`src/pfl_pkg.sv`:
```
// pfl_pkg: shared constants, codes and item types of the page free-list allocator.
// Depends on nothing; pfl_ctrl and the top refer to it by scoped names.
package pfl_pkg;

  localparam int unsigned MAX_PAGES  = 131072;
  localparam int unsigned PAGE_BYTES = 4096;

  localparam int unsigned ADDR_W = 32;
  localparam int unsigned OFS_W  = $clog2(PAGE_BYTES);
  localparam int unsigned PN_W   = ADDR_W - OFS_W;          // page number width
  localparam int unsigned IDX_W  = $clog2(MAX_PAGES);       // stack address width
  localparam int unsigned CNT_W  = $clog2(MAX_PAGES + 1);   // fill count width

  localparam logic [CNT_W-1:0] MAX_CNT    = CNT_W'(MAX_PAGES);
  localparam logic [PN_W:0]    MAX_PN_EXT = (PN_W + 1)'(MAX_PAGES);

  // operation codes carried in the kind field
  localparam int unsigned KIND_W = 2;
  localparam logic [KIND_W-1:0] KIND_REBUILD = 2'd0;
  localparam logic [KIND_W-1:0] KIND_ALLOC   = 2'd1;
  localparam logic [KIND_W-1:0] KIND_FREE    = 2'd2;

  // configuration register indexes and reset values
  localparam int unsigned CFG_IDX_W = 1;
  localparam logic [CFG_IDX_W-1:0] CFG_KERNEL_END = 1'b0;
  localparam logic [CFG_IDX_W-1:0] CFG_MEM_LIMIT  = 1'b1;
  localparam logic [ADDR_W-1:0] KERNEL_END_RESET = 32'h4000_0000;
  localparam logic [ADDR_W-1:0] MEM_LIMIT_RESET  = 32'h6000_0000;

  typedef enum logic [2:0] {
    ST_OK       = 3'd0,
    ST_OOM      = 3'd1,
    ST_BAD_ADDR = 3'd2,
    ST_FULL     = 3'd3,
    ST_TRUNC    = 3'd4
  } pfl_status_e;

  typedef enum logic [1:0] {
    S_IDLE,
    S_ALLOC_RD,
    S_RB_SIZE,
    S_RB_FILL
  } pfl_state_e;

  typedef struct packed {
    logic [KIND_W-1:0] kind;
    logic [ADDR_W-1:0] release_address;
  } pfl_req_t;

  typedef struct packed {
    logic [ADDR_W-1:0] page_address;
    pfl_status_e       status;
    logic [CNT_W-1:0]  pages_free;
  } pfl_rsp_t;

  // one access to the stack memory
  typedef struct packed {
    logic             we;
    logic             re;
    logic [IDX_W-1:0] addr;
    logic [PN_W-1:0]  wdata;
  } pfl_mem_req_t;

endpackage

```
`src/pfl_ctrl.sv`:
```
// pfl_ctrl: sequencer of the free list: fill count, rebuild walk, pop and push.
// Depends on pfl_pkg; drives the stack RAM through a pfl_mem_req_t.
module pfl_ctrl (
  input  logic                         clk_i,
  input  logic                         rst_ni,
  input  logic                         start,
  output logic                         busy,
  input  pfl_pkg::pfl_req_t            req_i,
  input  logic [pfl_pkg::ADDR_W-1:0]   kernel_end_i,
  input  logic [pfl_pkg::ADDR_W-1:0]   mem_limit_i,
  output pfl_pkg::pfl_mem_req_t        mem_o,
  input  logic [pfl_pkg::PN_W-1:0]     mem_rdata_i,
  output logic                         done_o,
  output pfl_pkg::pfl_rsp_t            rsp_o
);

  pfl_pkg::pfl_state_e state_q, state_d;

  logic [pfl_pkg::CNT_W-1:0] total_q, total_d;
  logic [pfl_pkg::CNT_W-1:0] idx_q, idx_d;
  logic [pfl_pkg::CNT_W-1:0] target_q, target_d;
  logic                      trunc_q, trunc_d;
  logic [pfl_pkg::PN_W:0]    pn_q, pn_d;
  logic                      done_q, done_d;
  pfl_pkg::pfl_rsp_t         rsp_q, rsp_d;

  logic                      accept;
  logic [pfl_pkg::PN_W:0]    start_pn;
  logic [pfl_pkg::PN_W:0]    lim_pn;
  logic [pfl_pkg::PN_W:0]    span;
  logic [pfl_pkg::CNT_W-1:0] total_dec;
  logic [pfl_pkg::CNT_W-1:0] total_inc;
  logic                      bad_addr;

  assign accept    = start && (state_q == pfl_pkg::S_IDLE);
  // round the kernel end up to a page boundary, kept one bit wider to avoid wrap
  assign start_pn  = {1'b0, kernel_end_i[pfl_pkg::ADDR_W-1:pfl_pkg::OFS_W]}
                   + (pfl_pkg::PN_W + 1)'(kernel_end_i[pfl_pkg::OFS_W-1:0] != '0);
  assign lim_pn    = {1'b0, mem_limit_i[pfl_pkg::ADDR_W-1:pfl_pkg::OFS_W]};
  assign span      = lim_pn - pn_q;
  assign total_dec = total_q - 1'b1;
  assign total_inc = total_q + 1'b1;
  assign bad_addr  = (req_i.release_address == '0)
                  || (req_i.release_address[pfl_pkg::OFS_W-1:0] != '0);

  // next state
  always_comb begin
    state_d = state_q;
    unique case (state_q)
      pfl_pkg::S_IDLE: begin
        if (start) begin
          if (req_i.kind == pfl_pkg::KIND_REBUILD) begin
            state_d = pfl_pkg::S_RB_SIZE;
          end else if (req_i.kind == pfl_pkg::KIND_ALLOC && total_q != '0) begin
            state_d = pfl_pkg::S_ALLOC_RD;
          end
        end
      end
      pfl_pkg::S_ALLOC_RD: state_d = pfl_pkg::S_IDLE;
      pfl_pkg::S_RB_SIZE:  state_d = pfl_pkg::S_RB_FILL;
      pfl_pkg::S_RB_FILL: begin
        if (idx_q == target_q) begin
          state_d = pfl_pkg::S_IDLE;
        end
      end
      default: state_d = pfl_pkg::S_IDLE;
    endcase
  end

  // outputs and datapath
  always_comb begin
    mem_o    = '0;
    total_d  = total_q;
    idx_d    = idx_q;
    target_d = target_q;
    trunc_d  = trunc_q;
    pn_d     = pn_q;
    done_d   = 1'b0;
    rsp_d    = rsp_q;
    unique case (state_q)
      pfl_pkg::S_IDLE: begin
        if (accept) begin
          case (req_i.kind)
            pfl_pkg::KIND_REBUILD: begin
              pn_d = start_pn;
            end
            pfl_pkg::KIND_ALLOC: begin
              if (total_q == '0) begin
                done_d = 1'b1;
                rsp_d  = '{page_address: '0, status: pfl_pkg::ST_OOM, pages_free: total_q};
              end else begin
                mem_o.re   = 1'b1;
                mem_o.addr = total_dec[pfl_pkg::IDX_W-1:0];
                total_d    = total_dec;
              end
            end
            pfl_pkg::KIND_FREE: begin
              done_d = 1'b1;
              if (bad_addr) begin
                rsp_d = '{page_address: '0, status: pfl_pkg::ST_BAD_ADDR,
                          pages_free: total_q};
              end else if (total_q >= pfl_pkg::MAX_CNT) begin
                rsp_d = '{page_address: '0, status: pfl_pkg::ST_FULL, pages_free: total_q};
              end else begin
                mem_o.we    = 1'b1;
                mem_o.addr  = total_q[pfl_pkg::IDX_W-1:0];
                mem_o.wdata = req_i.release_address[pfl_pkg::ADDR_W-1:pfl_pkg::OFS_W];
                total_d     = total_inc;
                rsp_d = '{page_address: '0, status: pfl_pkg::ST_OK, pages_free: total_inc};
              end
            end
            default: begin
              done_d = 1'b1;
              rsp_d  = '{page_address: '0, status: pfl_pkg::ST_OK, pages_free: total_q};
            end
          endcase
        end
      end
      pfl_pkg::S_ALLOC_RD: begin
        done_d = 1'b1;
        rsp_d  = '{page_address: {mem_rdata_i, {pfl_pkg::OFS_W{1'b0}}},
                   status: pfl_pkg::ST_OK, pages_free: total_q};
      end
      pfl_pkg::S_RB_SIZE: begin
        idx_d   = '0;
        trunc_d = 1'b0;
        if (pn_q >= lim_pn) begin
          target_d = '0;
        end else if (span > pfl_pkg::MAX_PN_EXT) begin
          target_d = pfl_pkg::MAX_CNT;
          trunc_d  = 1'b1;
        end else begin
          target_d = span[pfl_pkg::CNT_W-1:0];
        end
      end
      pfl_pkg::S_RB_FILL: begin
        if (idx_q == target_q) begin
          total_d = target_q;
          done_d  = 1'b1;
          rsp_d   = '{page_address: '0,
                      status: trunc_q ? pfl_pkg::ST_TRUNC : pfl_pkg::ST_OK,
                      pages_free: target_q};
        end else begin
          // ascending page numbers from the bottom of the stack
          mem_o.we    = 1'b1;
          mem_o.addr  = idx_q[pfl_pkg::IDX_W-1:0];
          mem_o.wdata = pn_q[pfl_pkg::PN_W-1:0];
          pn_d        = pn_q + 1'b1;
          idx_d       = idx_q + 1'b1;
        end
      end
      default: ;
    endcase
  end

  always_ff @(posedge clk_i or negedge rst_ni) begin
    if (!rst_ni) begin
      state_q <= pfl_pkg::S_IDLE;
      total_q <= '0;
      done_q  <= 1'b0;
    end else begin
      state_q <= state_d;
      total_q <= total_d;
      done_q  <= done_d;
    end
  end

  always_ff @(posedge clk_i) begin
    idx_q    <= idx_d;
    target_q <= target_d;
    trunc_q  <= trunc_d;
    pn_q     <= pn_d;
    rsp_q    <= rsp_d;
  end

  assign busy   = (state_q != pfl_pkg::S_IDLE);
  assign done_o = done_q;
  assign rsp_o  = rsp_q;

endmodule

```
`config.mk`:
```
export PLATFORM = sky130hd
export DESIGN_NAME = pfl_ctrl
export DESIGN_NICKNAME = d
export VERILOG_FILES = /design/src/pfl_pkg.sv /design/src/pfl_ctrl.sv
export SDC_FILE = /design/constraint.sdc
export NUM_CORES = 1
export LEC_CHECK = 0
export BUFFER_PORTS_ARGS = -buffer_cell sky130_fd_sc_hd__buf_2
export CELL_PAD_IN_SITES_DETAIL_PLACEMENT = 1
export CELL_PAD_IN_SITES_GLOBAL_PLACEMENT = 1
export CORE_MARGIN = 2
export CORE_UTILIZATION = 35
export DETAILED_ROUTE_END_ITERATION = 10
export GPL_TIMING_DRIVEN = 0
export PLACE_DENSITY_LB_ADDON = 0.1
export SLEW_MARGIN = 20
export SYNTH_ARGS = -nofsm -noshare
export SYNTH_HDL_FRONTEND = slang
export SYNTH_SLANG_ARGS = --single-unit
export TNS_END_PERCENT = 20
```
`constraint.sdc`:
```
create_clock -name clk_i -period 15.3 [get_ports clk_i]
set_input_delay 2.295 -clock clk_i [delete_from_list [all_inputs] [get_ports clk_i]]
set_output_delay 2.295 -clock clk_i [all_outputs]
set_load 0.02 [all_outputs]
```
# Yosys cells after proc, flatten, opt, wreduce, memory -nomap -nowiden
# Cells that the tools add are included.
# word_totals
regBits	132
input_bits	121
output_inout_bits	94
elab_cells	106
# classes
n_eq_ne	18
n_reduce_logical	20
addsub	6
order_cmp	3
mux	48
# op_table
operator	count
$pmux 53 s3	2
$mux 53	4
$mux 18	8
$mux 37	3
$pmux 18 s2	3
$pmux 37 s2	1
$mux 21	3
$pmux 21 s2	1
$mux 20	2
$mux 39	1
$add 18x1->18 const B	2
$pmux 17 s2	1
$logic_not 32->1	1
$reduce_bool 12->1	2
$add 20x1->21	1
$add 21x1->21 const B	1
$ge 21x20->1	1
$gt 21x18->1 const B	1
$sub 20x21->21	1
$eq 18x18->1	1
$ge 18x18->1 const B	1
$logic_not 18->1	1
$reduce_bool 18->1	1
$sub 18x1->18 const B	1
24 further kinds	51

# Logic depth before layout (Yosys ltp)
# depth
word_depth	6
mapped_depth	12
ltp_nobuf	11

# Worst setup path before layout
# OpenSTA, ideal clock, no wires.
# synth_timing
kind	input-to-reg
from	in req_i[33] (netlist bit)
to	reg rsp_q (netlist bit rsp_o[0]), enable pin
path_buffers	2
cell_stages	7
t_required_ns	14.810
setup_time_ns	0.490
arrival_ns	5.922
slack_ns	8.888
path_cell_list	inv_1 ha_1 clkbuf_1 o31ai_4 buf_4 a31oi_1 nor3_1
# synth_between
elab_chain_cells	3
elab_cells_between_ends	5
cone_classes	eq/ne: 3; reduce/logical: 2
# synth_rtl
element	line_no	source
start: declaration	pfl_ctrl.sv:8	input pfl_pkg::pfl_req_t req_i,
$eq 2x1->1 / $logic_not 2->1 (equally long branches)	pfl_ctrl.sv:83	case (req_i.kind)
$ne 3x2->1 (no line) / $ne 2x2->1 (equally long branches)	n/a	
$reduce_and 5->1 (no line) (*)	n/a	
end signal: assignment	pfl_ctrl.sv:173	rsp_q <= rsp_d;
end: declaration	pfl_ctrl.sv:25	pfl_pkg::pfl_rsp_t rsp_q, rsp_d;
# Every way passes the cells marked *; elsewhere a longest branch is shown, timed or not.
# A chain may end at the register's enable or synchronous reset.

==> load_flow_metrics.sql <==
INSERT INTO impl_metrics (metric_group, metric, value, unit) VALUES
('sta', 'worst_pin_slew', '1.12', 'ns'),
('route', 'drtAntennaViolNets', '0', ''),
('grt', 'wire_length_of_the_first_global_routing_pass', '56100', 'um'),
('sta', 'fin_crit', '7.39', 'ns'),
('sta', 'maxClockFrequency', '135', 'MHz'),
('route', 'wl_per_cell', '22.1', 'um'),
('layout', 'design.final.nets', '1466', ''),
('critical_path', 'worstPathRequired', '13.01', 'ns'),
('sta', 'setup_viol', '0', ''),
('route', 'detailedRoute.firstIterationViolations', '732', ''),
('placement', 'gp_routability_congestion', '0.907', ''),
('layout', 'instances_no_fill', '1658', ''),
('sta', 'maxSlewViolCount', '0', ''),
('route', 'route.vias.total', '9416', ''),
('critical_path', 'critical_path_start_end_classification', 'in -> out', ''),
('grt', 'antenna_found_initial', '1', ''),
('clocking', 'post_cts_resized', '0', ''),
('clocking', 'clk_path_buf_depth', '2', ''),
('floorplanning', 'die_width', '167', 'um'),
('critical_path', 'r2r_start', 'total_q[0]$_DFFE_PN0P_', ''),
('route', 'vias_per_inst', '5.68', ''),
('clocking', 'cts_sinks', '120', ''),
('yosys', 'number_of_synthesized_flops_with_an_enable_pin', '99', ''),
('sta', 'tns', '0', 'ns'),
('route', 'final_routed_drc_violation_total', '0', ''),
('placement', 'port-buffer-count', '190', ''),
('power_and_ir_drop', 'leakagePower', '0.00464', 'uW'),
('sta', 'layout_worst_path_cycle_share', '0.483', ''),
('floorplanning', 'fp.dieArea', '0.0279', 'mm2'),
('clocking', 'h_tree_levels', '4', ''),
('clocking', 'cts_clock_pin_slew_for_the_worst_setup_and_hold_paths', '0.05', 'ns'),
('grt', 'grt_pass1_vias', '9613', ''),
('yosys', 'synth-seq-area-share', '0.376', ''),
('placement', 'placed_cells', '1625', ''),
('min_path', 'hold_class', 'reg -> reg', ''),
('clocking', 'postCtsSetupBuffers', '0', ''),
('clocking', 'cts_inserted_buffers', '17', ''),
('critical_path', 'arrival', '5.10', 'ns'),
('sta', 'timing.slew.headroom', '0.255', ''),
('yosys', 'ys_ff_latch', '120', ''),
('flow_run', 'total_of_max_cap_violations', '0', ''),
('power_and_ir_drop', 'power.density_cell_area', '223', 'mW/mm2'),
('placement', 'detailedPlacementHpwl', '28600', 'um'),
('yosys', 'post_synth_inst_count', '1084', ''),
('floorplanning', 'core-area', '0.0261', 'mm2'),
('route', 'drt_pre_antenna_iters', '5', ''),
('yosys', 'synth_area_per_cell', '8.58', 'um2'),
('sta', 'fin_hold_ws', '0.607', 'ns'),
('grt', 'grt_usage', '0.262', ''),
('sta', 'report.final.hold_viol_count', '0', ''),
('floorplanning', 'floorplan.initialDensity', '0.357', ''),
('clocking', 'worst_skew_pair.late_latency', '0.43', 'ns'),
('yosys', 'async_flop_share', '0.175', ''),
('run_status', 'status', 'finished, final reports clean', ''),
('floorplanning', 'rows', '59', ''),
('placement', 'place_worst_setup_slack', '7.94', 'ns'),
('clocking', 'cts_hold_repair.buffers', '0', ''),
('critical_path', 'worst_setup_path_start_kind', 'input port', ''),
('yosys', 'yosysWarningCount', '0', ''),
('floorplanning', 'number_of_top_level_design_ports', '215', ''),
('clocking', 'cts-root-buf', 'sky130_fd_sc_hd__clkbuf_16', ''),
('clocking', 'tritoncts_clock_tree', 'done', ''),
('yosys', 'netlist_area', '0.00930', 'mm2'),
('power_and_ir_drop', 'worst_ir_drop_on_vdd', '0.0982', 'mV'),
('sta', 'final.setup_skew', '0.0156', 'ns'),
('critical_path', 'end_kind', 'output port', ''),
('grt', 'largest_net_degree_at_the_start_of_global_routing', '25', ''),
('route', 'total_wirelength', '36600', 'um'),
('grt', 'overall_overflow_remaining_after_global_route', '0', ''),
('layout', 'area_growth_syn_to_layout', '22.0', '%'),
('sta', 'finalWorstSetupSlack', '7.91', 'ns'),
('floorplanning', 'chipHeight', '167', 'um'),
('critical_path', 'setup.worst_path.start', 'req_i[32]', ''),
('layout', 'final_layout_size_suffix_gt1_frac', '0.207', ''),
('yosys', 'synth_flop_cell', 'sky130_fd_sc_hd__edfxtp_1', ''),
('sta', 'rsz_0062_raised_after_global_routing', 'no', ''),
('critical_path', 'critical_path.max_fanout', '10', ''),
('yosys', 'yosys.cell_types.count', '76', ''),
('min_path', 'worst_hold_startpoint', 'state_q[1]$_DFFE_PN0P_', '');
layer usage:
metal / global-route usage / vias up / wire, um
met2: 0.466 / 327 / 18400
li1: - / 4390 / -
met4: 0.0937 / 0 / 1060
met1: 0.318 / 4639 / 14900
met5: 0 / - / 0
met3: 0.0447 / 60 / 2170
cell families after synthesis:
group           after synthesis  synth area share
simple gates                449             0.238
compound gates              256             0.182
buf+inv                     121            0.0582
flops                       120             0.376
xor+xnor                     92            0.0866
fa+ha+maj                    36            0.0492
mux                           9            0.0101
other cells                   1          0.000403
layout make-up:
type	instances	area [um2]
Antenna cell	1	2.50
Buffer	81	392
Clock buffer	17	425
Clock inverter	15	136
Fill cell	3192	14700
Inverter	40	150
Multi-Input combinational cell	854	5330
Sequential cell	120	3500
Tap cell	335	419
Timing Repair Buffer	195	996
metrics by stage:
stage | area, um2 | total power [uW] | util
2_1_floorplan | 9340 | 1610 | -
5_1_grt | 11300 | 2690 | 0.435
4_1_cts | 11300 | 2530 | 0.435
3_5_place_dp | 10800 | 2130 | 0.414
3_3_place_gp | 10700 | 2100 | 0.411
6_report | 11300 | 2530 | 0.435
sequential cells by signal (all words and copies together), names as in the netlist:
register  count
total_q      18
done_o        1
pn_q         21
idx_q        18
rsp_o        41
state_q       2
target_q     18
trunc_q       1
critical path: stages:
cell and delay [ns]:
sky130_fd_sc_hd__buf_2 0.12, sky130_fd_sc_hd__inv_1 0.08, sky130_fd_sc_hd__ha_1 0.14, sky130_fd_sc_hd__clkbuf_1 0.43
sky130_fd_sc_hd__clkbuf_1 0.61, sky130_fd_sc_hd__clkbuf_1 0.56, sky130_fd_sc_hd__a32oi_1 0.25, sky130_fd_sc_hd__nor2_1 0.18
sky130_fd_sc_hd__a21oi_1 0.06, sky130_fd_sc_hd__nor2_1 0.16, sky130_fd_sc_hd__buf_2 0.21
cell usage in the layout (no fill, tap or decap), types with 35 or more instances in the layout:
master,n
sky130_fd_sc_hd__xor2_1,49
sky130_fd_sc_hd__ha_1,35
sky130_fd_sc_hd__edfxtp_1,99
sky130_fd_sc_hd__a21oi_1,83
sky130_fd_sc_hd__nand3_1,52
sky130_fd_sc_hd__nor2_1,116
sky130_fd_sc_hd__clkbuf_1,49
sky130_fd_sc_hd__inv_1,40
sky130_fd_sc_hd__buf_2,200
sky130_fd_sc_hd__xnor2_1,43
sky130_fd_sc_hd__nand2_1,111
sky130_fd_sc_hd__o21ai_0,44
sky130_fd_sc_hd__nor4_1,37
power by group:
group,internal [uW],switching [uW],total [uW]
combinational,467,944,1410
clock,236,156,392
sequential,583,141,724
total,1290,1240,2530
cell usage after synthesis, types with 4 or more instances:
| cell | instances | area, um2 |
|---|---|---|
| sky130_fd_sc_hd__xor2_1 | 49 | 429 |
| sky130_fd_sc_hd__a211o_1 | 5 | 43.8 |
| sky130_fd_sc_hd__or3_1 | 4 | 25.0 |
| sky130_fd_sc_hd__and3b_1 | 4 | 35.0 |
| sky130_fd_sc_hd__a21o_1 | 4 | 30.0 |
| sky130_fd_sc_hd__buf_4 | 16 | 120 |
| sky130_fd_sc_hd__a31oi_1 | 14 | 87.6 |
| sky130_fd_sc_hd__a32o_1 | 5 | 50.1 |
| sky130_fd_sc_hd__nand2_1 | 111 | 417 |
| sky130_fd_sc_hd__nor3b_1 | 10 | 75.1 |
| sky130_fd_sc_hd__and4_1 | 4 | 35.0 |
| sky130_fd_sc_hd__a21oi_1 | 83 | 415 |
| sky130_fd_sc_hd__mux2i_1 | 6 | 60.1 |
| sky130_fd_sc_hd__xnor2_1 | 43 | 377 |
| sky130_fd_sc_hd__a22o_1 | 8 | 70.1 |
| sky130_fd_sc_hd__buf_1 | 4 | 15.0 |
| sky130_fd_sc_hd__nand4_1 | 13 | 81.3 |
| sky130_fd_sc_hd__nand3_1 | 52 | 260 |
| sky130_fd_sc_hd__nor2b_1 | 4 | 25.0 |
| sky130_fd_sc_hd__edfxtp_1 | 99 | 2970 |
| sky130_fd_sc_hd__inv_1 | 40 | 150 |
| sky130_fd_sc_hd__and2_1 | 31 | 194 |
| sky130_fd_sc_hd__o21ai_0 | 44 | 220 |
| sky130_fd_sc_hd__nor3_1 | 26 | 130 |
| sky130_fd_sc_hd__buf_2 | 10 | 50.1 |
| sky130_fd_sc_hd__a22oi_1 | 22 | 165 |
| sky130_fd_sc_hd__clkbuf_1 | 49 | 184 |
| sky130_fd_sc_hd__a211oi_1 | 4 | 30.0 |
| sky130_fd_sc_hd__and3_1 | 17 | 106 |
| sky130_fd_sc_hd__ha_1 | 35 | 438 |
| sky130_fd_sc_hd__nand2b_1 | 5 | 31.3 |
| sky130_fd_sc_hd__dfrtp_1 | 21 | 526 |
| sky130_fd_sc_hd__nor2_1 | 116 | 435 |
| sky130_fd_sc_hd__o211ai_1 | 23 | 173 |
| sky130_fd_sc_hd__nor4_1 | 37 | 231 |
path summary, 6_finish.rpt:
check / to / slack [ns] / cells past startpoint
setup / recovery: mem_o[20] / 7.91 / 11
hold / removal: state_q[1]$_DFFE_PN0P_ / 0.61 / 2
setup reg to reg: rsp_o[12]$_DFFE_PP_ / 10.32 / 13
hold reg to reg: state_q[1]$_DFFE_PN0P_ / 0.61 / 2
max in group asynchronous: state_q[0]$_DFFE_PN0P_ / 12.98 / 1
min in group asynchronous: total_q[5]$_DFFE_PN0P_ / 1.89 / 1
Note: power is estimated with default switching activity, not from simulation.
